File: src/design/onsl_pkg.sv
// ----------------------------------------------------------------------------
// onsl_pkg
// Types, character codes and token kind mapping for the operator, number and
// string lexer.
// ----------------------------------------------------------------------------
package onsl_pkg;

  // Default width of the decimal accumulator
  localparam int unsigned DefValueBits = 32;

  // Result payload widths
  localparam int unsigned CharBits  = 8;
  localparam int unsigned KindBits  = 5;
  localparam int unsigned TokenBits = 32;

  // Character codes
  localparam logic [CharBits-1:0] CharEnd    = 8'd0;
  localparam logic [CharBits-1:0] CharQuote  = 8'h22;
  localparam logic [CharBits-1:0] CharPlus   = 8'h2B;
  localparam logic [CharBits-1:0] CharMinus  = 8'h2D;
  localparam logic [CharBits-1:0] CharStar   = 8'h2A;
  localparam logic [CharBits-1:0] CharSlash  = 8'h2F;
  localparam logic [CharBits-1:0] CharCaret  = 8'h5E;
  localparam logic [CharBits-1:0] CharEquals = 8'h3D;
  localparam logic [CharBits-1:0] CharDot    = 8'h2E;
  localparam logic [CharBits-1:0] CharZero   = 8'd48;
  localparam logic [CharBits-1:0] CharNine   = 8'd57;

  // Lexer mode
  typedef enum logic [3:0] {
    MODE_IDLE   = 4'd0,
    MODE_NUMBER = 4'd1,
    MODE_STRING = 4'd2,
    MODE_ADD    = 4'd3,
    MODE_SUB    = 4'd4,
    MODE_MUL    = 4'd5,
    MODE_DIV    = 4'd6,
    MODE_POW    = 4'd7,
    MODE_ASSIGN = 4'd8
  } mode_e;

  // Token kinds on the result stream
  typedef enum logic [KindBits-1:0] {
    KIND_NUMBER     = 5'd0,
    KIND_STR_CHAR   = 5'd1,
    KIND_STR_END    = 5'd2,
    KIND_ADD        = 5'd3,
    KIND_SUB        = 5'd4,
    KIND_MUL        = 5'd5,
    KIND_DIV        = 5'd6,
    KIND_POW        = 5'd7,
    KIND_INCR       = 5'd8,
    KIND_DECR       = 5'd9,
    KIND_ADD_ASSIGN = 5'd10,
    KIND_SUB_ASSIGN = 5'd11,
    KIND_MUL_ASSIGN = 5'd12,
    KIND_DIV_ASSIGN = 5'd13,
    KIND_POW_ASSIGN = 5'd14,
    KIND_ASSIGN     = 5'd15,
    KIND_EQUAL      = 5'd16
  } kind_e;

  function automatic logic is_digit(input logic [CharBits-1:0] c);
    return (c >= CharZero) && (c <= CharNine);
  endfunction

  // Mode entered when a byte is seen from idle
  function automatic mode_e start_mode(input logic [CharBits-1:0] c);
    mode_e m;
    m = MODE_IDLE;
    if (is_digit(c)) begin
      m = MODE_NUMBER;
    end else begin
      case (c)
        CharQuote:  m = MODE_STRING;
        CharPlus:   m = MODE_ADD;
        CharMinus:  m = MODE_SUB;
        CharStar:   m = MODE_MUL;
        CharSlash:  m = MODE_DIV;
        CharCaret:  m = MODE_POW;
        CharEquals: m = MODE_ASSIGN;
        default:    m = MODE_IDLE;
      endcase
    end
    return m;
  endfunction

  // Single operator token for a pending operator mode
  function automatic kind_e single_kind(input mode_e m);
    kind_e k;
    unique case (m)
      MODE_ADD: k = KIND_ADD;
      MODE_SUB: k = KIND_SUB;
      MODE_MUL: k = KIND_MUL;
      MODE_DIV: k = KIND_DIV;
      default:  k = KIND_POW;
    endcase
    return k;
  endfunction

  // Compound assignment token for a pending operator mode
  function automatic kind_e compound_kind(input mode_e m);
    kind_e k;
    unique case (m)
      MODE_ADD: k = KIND_ADD_ASSIGN;
      MODE_SUB: k = KIND_SUB_ASSIGN;
      MODE_MUL: k = KIND_MUL_ASSIGN;
      MODE_DIV: k = KIND_DIV_ASSIGN;
      default:  k = KIND_POW_ASSIGN;
    endcase
    return k;
  endfunction

endpackage

File: src/design/operator_number_string_lexer_unit.sv
// ----------------------------------------------------------------------------
// operator_number_string_lexer_unit
// Byte-stream lexer for numbers, quoted strings and arithmetic operators.
// ----------------------------------------------------------------------------
// Takes one text byte per cycle and returns at most one token per byte in
// the next cycle, through an output register. Input is accepted in every cycle
// in which the output register is empty or being taken downstream, so the
// sustained rate is one byte per clock; the only thing that holds input back
// is a stalled result. Decimal digits build a number (value wraps at
// VALUE_BITS, '.' inside a number is skipped) which is emitted on the first
// byte that ends it; that byte then starts a new token. A quoted string gives
// one token per character and an end token. Operators + - * / ^ = are emitted
// singly or as the compounds ++ -- += -= *= /= ^= ==. Byte 0 flushes any
// pending token and returns the lexer to idle. Other stray bytes are dropped.
module operator_number_string_lexer_unit #(
  parameter int unsigned VALUE_BITS = onsl_pkg::DefValueBits
) (
  input  logic        clk_i,
  input  logic        rst_ni,
  // Text bytes
  input  logic        s_axis_tvalid,
  output logic        s_axis_tready,
  input  logic [7:0]  s_axis_tdata,   // [7:0] text_byte
  // Tokens
  output logic        m_axis_tvalid,
  input  logic        m_axis_tready,
  output logic [31:0] m_axis_tdata,   // [31:0] token_value
  output logic [4:0]  m_axis_tuser    // [4:0] token_kind
);
  import onsl_pkg::*;

  localparam int unsigned WideBits = (VALUE_BITS > TokenBits) ? VALUE_BITS : TokenBits;

  mode_e                 mode_q, mode_d;
  logic [VALUE_BITS-1:0] acc_q, acc_d;
  logic [WideBits-1:0]   acc_wide;

  logic                  out_valid_q;
  kind_e                 out_kind_q;
  logic [TokenBits-1:0]  out_value_q;

  logic                  emit;
  kind_e                 kind;
  logic [TokenBits-1:0]  value;
  logic                  restart;
  logic                  s_fire;
  logic [CharBits-1:0]   c;
  logic [3:0]            digit;

  assign c        = s_axis_tdata;
  // '0'..'9' carry their value in the low nibble
  assign digit    = c[3:0];
  assign acc_wide = WideBits'(acc_q);
  assign s_fire   = s_axis_tvalid && s_axis_tready;

  // Accept a request whenever the result register is free or draining
  assign s_axis_tready = !out_valid_q || m_axis_tready;

  // Next mode, accumulator and token for the current byte
  always_comb begin
    mode_d  = mode_q;
    acc_d   = acc_q;
    emit    = 1'b0;
    kind    = KIND_NUMBER;
    value   = '0;
    restart = 1'b0;

    unique case (mode_q)
      MODE_NUMBER: begin
        if (is_digit(c)) begin
          acc_d = (acc_q << 3) + (acc_q << 1) + VALUE_BITS'(digit);
        end else if (c != CharDot) begin
          emit    = 1'b1;
          kind    = KIND_NUMBER;
          value   = acc_wide[TokenBits-1:0];
          acc_d   = '0;
          restart = 1'b1;
        end
      end
      MODE_STRING: begin
        emit = 1'b1;
        if (c == CharQuote || c == CharEnd) begin
          kind   = KIND_STR_END;
          mode_d = MODE_IDLE;
        end else begin
          kind  = KIND_STR_CHAR;
          value = TokenBits'(c);
        end
      end
      MODE_ADD, MODE_SUB, MODE_MUL, MODE_DIV, MODE_POW: begin
        emit = 1'b1;
        if (c == CharEquals) begin
          kind   = compound_kind(mode_q);
          mode_d = MODE_IDLE;
        end else if (mode_q == MODE_ADD && c == CharPlus) begin
          kind   = KIND_INCR;
          mode_d = MODE_IDLE;
        end else if (mode_q == MODE_SUB && c == CharMinus) begin
          kind   = KIND_DECR;
          mode_d = MODE_IDLE;
        end else begin
          kind    = single_kind(mode_q);
          restart = 1'b1;
        end
      end
      MODE_ASSIGN: begin
        emit = 1'b1;
        if (c == CharEquals) begin
          kind   = KIND_EQUAL;
          mode_d = MODE_IDLE;
        end else begin
          kind    = KIND_ASSIGN;
          restart = 1'b1;
        end
      end
      default: begin
        restart = 1'b1;
      end
    endcase

    // Handle the ending byte afresh, as from idle
    if (restart) begin
      mode_d = start_mode(c);
      if (is_digit(c)) begin
        acc_d = VALUE_BITS'(digit);
      end
    end
  end

  // Advance lexer state on each accepted byte
  always_ff @(posedge clk_i or negedge rst_ni) begin
    if (!rst_ni) begin
      mode_q <= MODE_IDLE;
      acc_q  <= '0;
    end else if (s_fire) begin
      mode_q <= mode_d;
      acc_q  <= acc_d;
    end
  end

  // Hold the token until downstream takes it
  always_ff @(posedge clk_i or negedge rst_ni) begin
    if (!rst_ni) begin
      out_valid_q <= 1'b0;
    end else if (s_fire) begin
      out_valid_q <= emit;
    end else if (m_axis_tready) begin
      out_valid_q <= 1'b0;
    end
  end

  always_ff @(posedge clk_i) begin
    if (s_fire && emit) begin
      out_kind_q  <= kind;
      out_value_q <= value;
    end
  end

  assign m_axis_tvalid = out_valid_q;
  assign m_axis_tdata  = out_value_q;
  assign m_axis_tuser  = out_kind_q;

endmodule

File: config.mk
export PLATFORM = sky130hd
export DESIGN_NAME = operator_number_string_lexer_unit
export DESIGN_NICKNAME = d
export VERILOG_FILES = /design/src/design/onsl_pkg.sv /design/src/design/operator_number_string_lexer_unit.sv
export SDC_FILE = /design/constraint.sdc
export NUM_CORES = 1
export LEC_CHECK = 0
export BUFFER_PORTS_ARGS = -buffer_cell sky130_fd_sc_hd__buf_4
export CAP_MARGIN = 30
export CORE_ASPECT_RATIO = 0.5
export CORE_MARGIN = 5
export CORE_UTILIZATION = 45
export DETAILED_ROUTE_END_ITERATION = 7
export HOLD_SLACK_MARGIN = 0.06
export PLACE_DENSITY = 0.64
export SLEW_MARGIN = 25
export SYNTH_ARGS = -nofsm -noshare
export SYNTH_HDL_FRONTEND = slang
export SYNTH_SLANG_ARGS = --single-unit
File: constraint.sdc
create_clock -name clk_i -period 3.6 [get_ports clk_i]
set_input_delay 0.18 -clock clk_i [delete_from_list [all_inputs] [get_ports clk_i]]
set_output_delay 0.18 -clock clk_i [all_outputs]
set_load 0.005 [all_outputs]
==> results of run 1 <==
## cells by family (layout without fill, tap and decap cells)
logic type      Yosys count  in the layout
buf+inv                  49             90
compound gates          162            162
mux                       1              1
flops                    74             74
fa+ha+maj                60             60
simple gates            208            208
xor+xnor                 25             25
## stage by stage
step / util (%) / setup slack, ns / std cells / power [mW]
3_5_place_dp: 50.0 / 0.452 / 768 / 1.07
4_1_cts: 52.7 / 0.414 / 785 / 2.02
2_1_floorplan: - / 0.595 / 579 / 0.993
6_report: 52.7 / 0.411 / 785 / 1.99
5_1_grt: 52.7 / 0.170 / 785 / 2.07
3_3_place_gp: 50.0 / 0.526 / 768 / 1.07
## power by group through the flow
stage	sequential [mW]	combinational [mW]	clock [mW]
after global routing	0.929	0.140	1.00
after detailed placement	0.944	0.128	0
after global placement	0.944	0.126	0
after CTS	0.928	0.129	0.962
after floorplan	0.948	0.0443	0
final	0.928	0.126	0.937
## per-layer routing
layer | routed length, um | track usage, % | vias to the layer above
li1 | - | - | 2198
met1 | 6810 | 28.7 | 2154
met2 | 5640 | 29.9 | 90
met3 | 644 | 4.26 | 11
met4 | 123 | 4.57 | 0
met5 | 0 | 0 | -
## critical path, delay by kind of cell, from the launching register on
family,cells,cell delay (ns)
DFF,1,0.40
buffers and inverters,1,0.10
AOI/OAI and AO/OA,6,1.45
adders and majority gates,2,0.93
and+or+nand+nor,1,0.19
## sequential cells by signal, indices dropped and copies added (netlist names)
name and count:
acc_q 32, m_axis_tdata 32, m_axis_tuser 5, m_axis_tvalid 1, mode_q 4
## what timing repair did
item / CTS / global route
endpoints found under the hold margin: 37 / 0
hold buffers: 1 / 0
resized for setup: 0 / 0
## Yosys cell counts, types with 3 or more instances
cell / number
o31ai_1: 3
nor4_1: 3
a22o_1: 6
inv_1: 16
o211ai_1: 10
edfxtp_1: 37
a21o_1: 6
or2_2: 3
nand3_1: 13
o21a_1: 4
a22oi_1: 4
o21ai_0: 52
nor3_1: 12
dfrtp_1: 37
clkbuf_1: 21
and2_1: 29
nand3b_1: 4
o22ai_1: 4
nor2_1: 33
xor2_1: 12
xnor2_1: 13
buf_2: 10
nand2b_1: 8
o2111ai_1: 3
nand4_1: 9
nand2_1: 72
a21oi_1: 39
ha_1: 58
a31oi_1: 7
## how the worst max path moves through the flow
stage / endpoint / depth (start not counted) / slack, ns / startpoint
2_1_floorplan: m_axis_tdata[0]$_DFFE_PP_ / 5 / 0.60 / mode_q[3]$_DFFE_PN0P_
3_3_place_gp: acc_q[26]$_DFFE_PN0P_ / 10 / 0.53 / acc_q[0]$_DFFE_PN0P_
3_5_place_dp: acc_q[26]$_DFFE_PN0P_ / 10 / 0.45 / acc_q[0]$_DFFE_PN0P_
4_1_cts: acc_q[26]$_DFFE_PN0P_ / 10 / 0.41 / acc_q[0]$_DFFE_PN0P_
5_1_grt: acc_q[26]$_DFFE_PN0P_ / 10 / 0.17 / acc_q[0]$_DFFE_PN0P_
6_report: acc_q[26]$_DFFE_PN0P_ / 10 / 0.41 / acc_q[0]$_DFFE_PN0P_
## final cells by class
class / instances / area (um^2) / share of cell area [%]
repair buffers: 58 / 438 / 7.10
multi-input cells: 456 / 3120 / 50.6
inverters: 16 / 60.1 / 0.974
clock buffers: 13 / 260 / 4.22
clock inverters: 3 / 46.3 / 0.751
flip-flops and latches: 74 / 2040 / 33.0
well taps: 165 / 206 / 3.35
==> results.md, run 1 <==
* Worst Hold Endpoint: m_axis_tvalid$_DFFE_PN0P_
* Starting Density at 45.6%
* Crit-path cells: inv_1 > fa_1 > fa_1 > nand2b_1 > a21oi_1 > o21ai_0 > o21ai_2 > a21oi_1 > o2111a_1 > a211o_1
* Main combinational cell family by area after synthesis: simple AND/OR/NAND/NOR gates
* Area share of and/or/nand/nor cells after synthesis at 19.9%
* P_leak at 2.73 nW
* Std cell rows at 28
* Crit path largest cell delay at 0.47 ns
* PortBufs at 50
* Hold Fails Final Rpt at 0
* Syn Nets at 651
* Worst reg2reg path startpoint: acc_q[0]$_DFFE_PN0P_
* Adder-cell area share of the yosys netlist at 14.3%
* Post-synth ARST share at 50.0%
* Net Sw Frac at 22.0%
* CTS tree: done
* First-pass GRT wire length at 22,400 um
* Wire length per cell at 16.8 um
* CP required at 3.82 ns
* Core Region at 11,700 um^2
* Die H at 87.0 um
* R2r setup slk at 0.41 ns
* Reg clk slew, reported paths at 0.06 ns
* Share of post-route cells with drive strength above 1 at 14.5%
* Yosys reg bits at 74
* Synthesized cell area at 5340 um^2
* Post-synthesis mux area share at 0.211%
* Peak supply drop at 188 uV
* Post-Syn Area per Cell at 9.22 um^2
* CP Max Fanout at 5
* Flop pwr share at 46.6%
* Seq/Total Area, Yosys at 38.1%
* TritonRoute pass-1 iters at 4
* Rel. slew slack at 45.9%
* Clock network fraction of total power at 47.1%
* Die Wd at 164 um
* Slowest CP cell: fa_1
* Most common cell after layout, fill and taps aside: nand2_1
* Area Growth Syn to Fin at 15.4%
* Sum of negative setup slack at 0 ns
* Clk root buf: clkbuf_16
* HP Class: in -> reg
* Power Density at 323 nW/um^2
* Gate Count Post-Synth at 579
* Combinational cell fraction of total power at 6.3%
* Die area at 14,300 um^2
* Final ANT Viol Nets at 0
* Clock Skew at 0.00480 ns
* Total number of vias at 4,453
* Slew Viols, Final at 0
* Min Clock Period, post-route at 3.19 ns
* Yosys warns at 0
* CTS buffer count at 9
* Final setup vio count at 0
* Layout Nets at 687
* H-tree levels at 3
* HPWL Detailed at 9660 um
* Post-synth EDFFs at 37
* Clock Sinks at 74
* Type of the worst setup path: reg -> reg
* Via/cell ratio at 5.67
* Post-CTS Setup Repair Bufs at 0
* Hold_ws at 0.142 ns
* Largest net degree at the start of global routing at 38
* GPL Wtd Cong at 0.885
* Worst slew pin tran at 0.810 ns
* Synth unique cells at 65
* Internal Power at 1.55 mW
* Top FF cell, synth: edfxtp_1
* Worst Setup Start Kind: flip-flop
* Iteration-0 DRC Markers at 381
* Maximum clock path buffer count at 2
* Drc violations at 0
* Fmax at 314 MHz
* Clk_lat worst skew at 0.34 ns
* R2R depth at 10
* Routed wire length at 13,200 um
* Complex-gate fraction of the synthesized area at 19.5%
* WHS Path Cells at 3
* Leading area contributor after synthesis: edfxtp_1
* Most frequent cells in the layout: nand2_1, ha_1, buf_4
* Vias in the first global route at 4,352
* RSZ-0062 raised after global routing: no
* # IOs at 51
* Layout fillers at 1,157
* Fin crit share at 88.6%
* Max-cap violations at 0
* R2r endpoint: acc_q[26]$_DFFE_PN0P_
* Total track usage at 19.7%
* Status: complete, no violations
* Final Cell Area at 6160 um^2
* Synth top area share at 20.8%
* Initial antenna violation count at 0
* Worst setup EP type: flip-flop
* Net switching power at 0.438 mW
* Top post-synthesis cells by area: edfxtp_1, dfrtp_1, ha_1
* Synth Area in XOR/XNOR at 4.10%
* HP Start: m_axis_tready
* Arrival time worst endpoint at 3.41 ns
* Remaining Overflow, GRT at 0
* Ant diodes at 0
* Placed inst area at 5850 um^2
Power figures use the tool's default switching activity.
==> inputs of run 2 (changes only) <==
- PLACE_DENSITY: 0.64 -> not set
- PLACE_DENSITY_LB_ADDON: not set -> 0.12
==> run 2 against run 1 <==
Against the previous run:
- global-route usage rose by 0.30 points
- non-clock buffer count fell by 1
- first-iteration DRC count fell by 7.9%
- wire length rose by 1.2%
- clock-buffer cell count fell by 3
- register-to-register slack improved by 0.03 ns
- sequential power barely moved
==> results.md, run 2 (synthesis gave the netlist of run 1 again) <==
* Most common cell after layout, fill and taps aside: nand2_1
* Maximum clock path buffer count at 2 (unchanged)
* Met1 usage at 30.1% (+1.4 points)
* Buf+Inv Stages, Crit Path at 1 (unchanged)
* Sum of negative setup slack at 0 ns (unchanged)
* Post-Place Cells at 767 (-0.13%)
* Remaining Overflow, GRT at 0 (unchanged)
* GPL Wtd Cong at 0.925 (+4.6%)
* Internal Power at 1.58 mW (+1.5%)
* Vias in the first global route at 4,281 (-1.6%)
* HPWL Detailed at 9600 um (-0.58%)
* Worst setup EP type: flip-flop
* Crit path largest cell delay at 0.47 ns (about the same)
* # IOs at 51 (unchanged)
* Total track usage at 20.0% (+0.30 points)
* TritonRoute pass-1 iters at 5 (+1)
* First-pass GRT wire length at 22,600 um (+1.1%)
* CTS tree: done
* Rel. slew slack at 59.7% (+14 points)
* CTS buffer count at 9 (unchanged)
* Power Density at 326 nW/um^2 (+1.0%)
* Reg clk slew, reported paths at 0.06 ns (about the same)
* Min Clock Period, post-route at 3.16 ns (-0.0281 ns)
* Peak supply drop at 183 uV (-2.6%)
* Std cell rows at 28 (unchanged)
* GR Layer Usage met2 at 29.1% (-0.82 points)
* Share of post-route cells with drive strength above 1 at 14.4% (-0.14 points)
* Fmax at 316 MHz (+0.89%)
* Worst Setup Start Kind: flip-flop
* H-tree levels at 3 (unchanged)
* HP Class: in -> reg
* Clock Sinks at 74 (unchanged)
* Flop pwr share at 46.2% (-0.4 points)
* Die area at 14,300 um^2 (unchanged)
* Clk root buf: clkbuf_16
* PortBufs at 50 (unchanged)
* Layout Nets at 686 (-0.15%)
* Initial antenna violation count at 0 (unchanged)
* Hold Fails Final Rpt at 0 (unchanged)
* Clock Skew at 0.00484 ns (+0.0000417 ns)
* Fin crit share at 87.8% (-0.78 points)
* Final Non-Filler Cells at 784 (-0.13%)
* Net Sw Frac at 21.5% (-0.43 points)
* Max-cap violations at 0 (unchanged)
* Status: complete, no violations
* Post-CTS Setup Repair Bufs at 0 (unchanged)
* Die Wd at 164 um (unchanged)
* Crit-path cells: inv_1 > fa_1 > fa_1 > nand2b_1 > a21oi_1 > o21ai_0 > o21ai_2 > a21oi_1 > o2111a_1 > a211o_1
* Total number of vias at 4,396 (-1.3%)
* Clock network fraction of total power at 47.7% (+0.6 points)
* Die H at 87.0 um (unchanged)
* RSZ-0062 raised after global routing: no
* CP top delay family: compound AO/OA/AOI/OAI gates
* Arrival time worst endpoint at 3.39 ns (-0.02 ns)
* Clk_lat worst skew at 0.34 ns (about the same)
* Routed wire length at 13,400 um (+1.2%)
* Slew Viols, Final at 0 (unchanged)
* R2r setup slk at 0.44 ns (+0.03 ns)
* Wire length per cell at 17.1 um (+1.3%)
* Ant diodes at 0 (unchanged)
* Final setup vio count at 0 (unchanged)
* Final ANT Viol Nets at 0 (unchanged)
* CP required at 3.82 ns (about the same)
* Core Region at 11,700 um^2 (unchanged)
* Via/cell ratio at 5.61 (-1.2%)
* CP Max Fanout at 5 (unchanged)
* Combinational cell fraction of total power at 6.1% (-0.2 points)
* Most frequent cells in the layout: nand2_1, ha_1, buf_4
* Type of the worst setup path: reg -> reg
* Net switching power at 0.433 mW (-1.0%)
* Iteration-0 DRC Markers at 351 (-7.9%)
* Worst slew pin tran at 0.604 ns (-0.206 ns)
* Slowest CP cell: fa_1
* Drc violations at 0 (unchanged)
* P_leak at 2.73 nW (about the same)
* Met3 Use GR at 4.59% (+0.33 points)
* Most Used Layer, Global Route: met1
* Area Growth Syn to Fin at 15.4% (about the same)
* Starting Density at 45.6% (unchanged)
* Largest net degree at the start of global routing at 39 (+2.6%)
[run 2: worst paths after layout]
kind,startpoint,to,depth (start not counted)
max in group asynchronous,rst_ni,acc_q[24]$_DFFE_PN0P_,2
hold reg to reg,acc_q[29]$_DFFE_PN0P_,acc_q[29]$_DFFE_PN0P_,2
min in group asynchronous,rst_ni,acc_q[14]$_DFFE_PN0P_,2
hold / removal,m_axis_tready,m_axis_tvalid$_DFFE_PN0P_,3
setup reg to reg,acc_q[0]$_DFFE_PN0P_,acc_q[26]$_DFFE_PN0P_,10
setup / recovery,acc_q[0]$_DFFE_PN0P_,acc_q[26]$_DFFE_PN0P_,10
[run 2: cell type report]
| cell class | count | area [um^2] |
|---|---|---|
| Inverter | 16 | 60.1 |
| Fill cell | 1126 | 5540 |
| Clock buffer | 10 | 229 |
| Timing Repair Buffer | 57 | 430 |
| Sequential cell | 74 | 2040 |
| Clock inverter | 6 | 81.3 |
| Multi-Input combinational cell | 456 | 3120 |
| Tap cell | 165 | 206 |
[run 2: through the flow]
stage / cell area [um^2] / hold WS, ns / worst slack, ns / utilization [%] / power, mW
2_1_floorplan: 5350 / -0.116 / 0.595 / - / 0.993
3_3_place_gp: 5840 / 0.196 / 0.548 / 49.9 / 1.07
3_5_place_dp: 5840 / 0.204 / 0.511 / 49.9 / 1.07
4_1_cts: 6160 / 0.131 / 0.492 / 52.7 / 2.04
5_1_grt: 6160 / 0.163 / 0.141 / 52.7 / 2.08
6_report: 6160 / 0.144 / 0.439 / 52.7 / 2.01
[run 2: worst min-delay path, cell delays in order]
cell and delay (ns):
buf_4 0.11, inv_1 0.05, a21o_1 0.11
[run 2: power groups by stage]
stage               clock network [mW]  logic, mW  registers (mW)
finish                           0.959      0.123           0.928
global route                      1.02      0.136           0.930
CTS                              0.981      0.126           0.928
detailed placement                   0      0.125           0.944
global placement                     0      0.124           0.944
floorplan                            0     0.0443           0.948
[run 2: repair_timing]
item / CTS / global route
hold buffers: 1 / 0
endpoints found under the setup margin: 0 / 0
resized for setup: 0 / 0
endpoints found under the hold margin: 37 / 0
[run 2: routing by layer]
| layer | share of wire, % | vias up | wire (um) |
|---|---|---|---|
| met3 | 4.5 | 13 | 605 |
| met5 | 0 | - | 0 |
| met1 | 53 | 2092 | 7150 |
| met4 | 0.99 | 0 | 132 |
| li1 | - | 2190 | - |
| met2 | 41 | 101 | 5490 |
==> inputs of run 3 (changes only) <==
- CORE_ASPECT_RATIO: 0.5 -> not set
==> run 3 against run 2 <==
Against the previous run:
- clock power shrank 5.1%
- sequential share of layout area grew 0.11 points
- final cell count shrank 2.8%
- largest cell class unchanged
- wire length shrank 4.8%
- sequential power is essentially flat
- clock-buffer cell count is the same
==> results.md, run 3 (synthesis gave the netlist of run 1 again) <==
* Status: complete, no violations
* Type of the worst setup path: reg -> reg
* Maximum clock path buffer count at 2 (unchanged)
* Peak supply drop at 211 uV (+15%)
* Wire length per cell at 16.7 um (-2.1%)
* Std cell rows at 39 (+39%)
* Via/cell ratio at 5.82 (+3.8%)
* Remaining Overflow, GRT at 0 (unchanged)
* Fmax at 318 MHz (+0.46%)
* CTS buffer count at 9 (unchanged)
* Buf+Inv Stages, Crit Path at 1 (unchanged)
* Slowest CP cell: fa_1
* Cts hold-fix bufs at 1 (unchanged)
* Core Region at 11,500 um^2 (-1.6%)
* Min Clock Period, post-route at 3.15 ns (-0.0146 ns)
* Largest net degree at the start of global routing at 38 (-2.6%)
* H-tree levels at 3 (unchanged)
* Total number of vias at 4,437 (+0.93%)
* Worst setup EP type: flip-flop
* Total track usage at 18.6% (-1.4 points)
* Starting Density at 46.4% (+0.73 points)
* Post-layout util at 53.3% (+0.67 points)
* CP top delay family: compound AO/OA/AOI/OAI gates
* Crit path largest cell delay at 0.51 ns (+0.04 ns)
* Ant diodes at 0 (unchanged)
* Clk_lat worst skew at 0.34 ns (about the same)
* Drc violations at 0 (unchanged)
* P_leak at 2.72 nW (-0.19%)
* TritonRoute pass-1 iters at 5 (unchanged)
* Area Growth Syn to Fin at 15.0%
* Reg clk slew, reported paths at 0.06 ns (about the same)
* Arrival time worst endpoint at 3.37 ns (-0.02 ns)
* Rel. slew slack at 56.3% (-3.3 points)
* Clock Sinks at 74 (unchanged)
* HP Class: in -> reg
* Final ANT Viol Nets at 0 (unchanged)
* Iteration-0 DRC Markers at 252 (-28%)
* Worst Setup Start Kind: flip-flop
* Die H at 119 um (+37%)
* R2r setup slk at 0.45 ns (about the same)
* # IOs at 51 (unchanged)
* Initial antenna violation count at 0 (unchanged)
* Final setup vio count at 0 (unchanged)
* Crit-path cells: inv_1 > fa_1 > fa_1 > nand2b_1 > a21oi_1 > o21ai_0 > o21ai_2 > a21oi_1 > o2111a_1 > a211o_1
* Post-CTS Setup Repair Bufs at 0 (unchanged)
* Sum of negative setup slack at 0 ns (unchanged)
* GPL Wtd Cong at 0.855 (-7.6%)
* PortBufs at 50 (unchanged)
* Power Density at 320 nW/um^2 (-2.0%)
* Layout Nets at 686 (unchanged)
* Hold Fails Final Rpt at 0 (unchanged)
* PostCTS Resize Cnt at 0 (unchanged)
* Clock Skew at 0.00673 ns (+0.00189 ns)
* Most common cell after layout, fill and taps aside: nand2_1
* Share of post-route cells with drive strength above 1 at 14.7% (+0.32 points)
* CP required at 3.83 ns (about the same)
* Routed wire length at 12,700 um (-4.8%)
* CTS tree: done
* Most frequent cells in the layout: nand2_1, ha_1, buf_4
* CP Max Fanout at 5 (unchanged)
* Max-cap violations at 0 (unchanged)
* Clk root buf: clkbuf_16
* RSZ-0062 raised after global routing: no
* Slew Viols, Final at 0 (unchanged)
* Worst slew pin tran at 0.654 ns (+0.0499 ns)
* First-pass GRT wire length at 21,500 um (-5.0%)
* Vias in the first global route at 4,230 (-1.2%)
* HPWL Detailed at 9490 um (-1.2%)
* Fin crit share at 87.4% (-0.41 points)
* Die area at 14,100 um^2 (-0.93%)
* Die Wd at 119 um (-28%)
run 3: cell types whose count changed in the layout (fill, tap and decap cells not counted), sizes merged:
cell | before | now
clkinvlp | 1 | 3
clkinv | 3 | 2
bufinv | 2 | 1
run 3: final cells by class:
type                       instances  area, um^2
timing repair buffer              57         443
multi-input combinational        456        3120
clock buffer                      10         239
tap                              143         179
clock inverter                     6        66.3
sequential                        74        2040
inverter                          16        60.1
fill                            1058        5380
run 3: worst min-delay path, stage by stage:
cell and delay (ns):
buf_4 0.11, inv_1 0.05, a21o_1 0.10
run 3: stage by stage:
step	setup slack, ns	total power, mW	area (um^2)	cells	hold WS, ns
after floorplan	0.595	0.993	5350	579	-0.116
after global routing	0.234	2.05	6140	762	0.155
after CTS	0.481	1.99	6140	762	0.136
after global placement	0.632	1.07	5830	745	0.194
after detailed placement	0.493	1.07	5830	745	0.194
final	0.454	1.96	6140	762	0.144
run 3: final timing paths:
kind                                            from                         to  depth (start not counted)
min in group asynchronous                     rst_ni      acc_q[11]$_DFFE_PN0P_                          2
min                                    m_axis_tready  m_axis_tvalid$_DFFE_PN0P_                          3
min reg2reg                m_axis_tvalid$_DFFE_PN0P_  m_axis_tvalid$_DFFE_PN0P_                          1
max                             acc_q[0]$_DFFE_PN0P_      acc_q[26]$_DFFE_PN0P_                         10
max in group asynchronous                     rst_ni  m_axis_tvalid$_DFFE_PN0P_                          2
max reg2reg                     acc_q[0]$_DFFE_PN0P_      acc_q[26]$_DFFE_PN0P_                         10
run 3: power breakdown:
| group | internal, mW | switching [mW] | leakage, nW |
|---|---|---|---|
| Clock | 0.555 | 0.355 | 0.141 |
| Combinational | 0.0577 | 0.0684 | 1.71 |
| Sequential | 0.919 | 0.00852 | 0.870 |
run 3: layer usage:
layer / part of all wire, % / GRT usage (%) / up-vias
li1: - / - / 2184
met1: 47 / 25.7 / 2119
met2: 45 / 29.2 / 115
met3: 5.5 / 4.03 / 19
met4: 1.6 / 5.87 / 0
met5: 0 / 0 / -
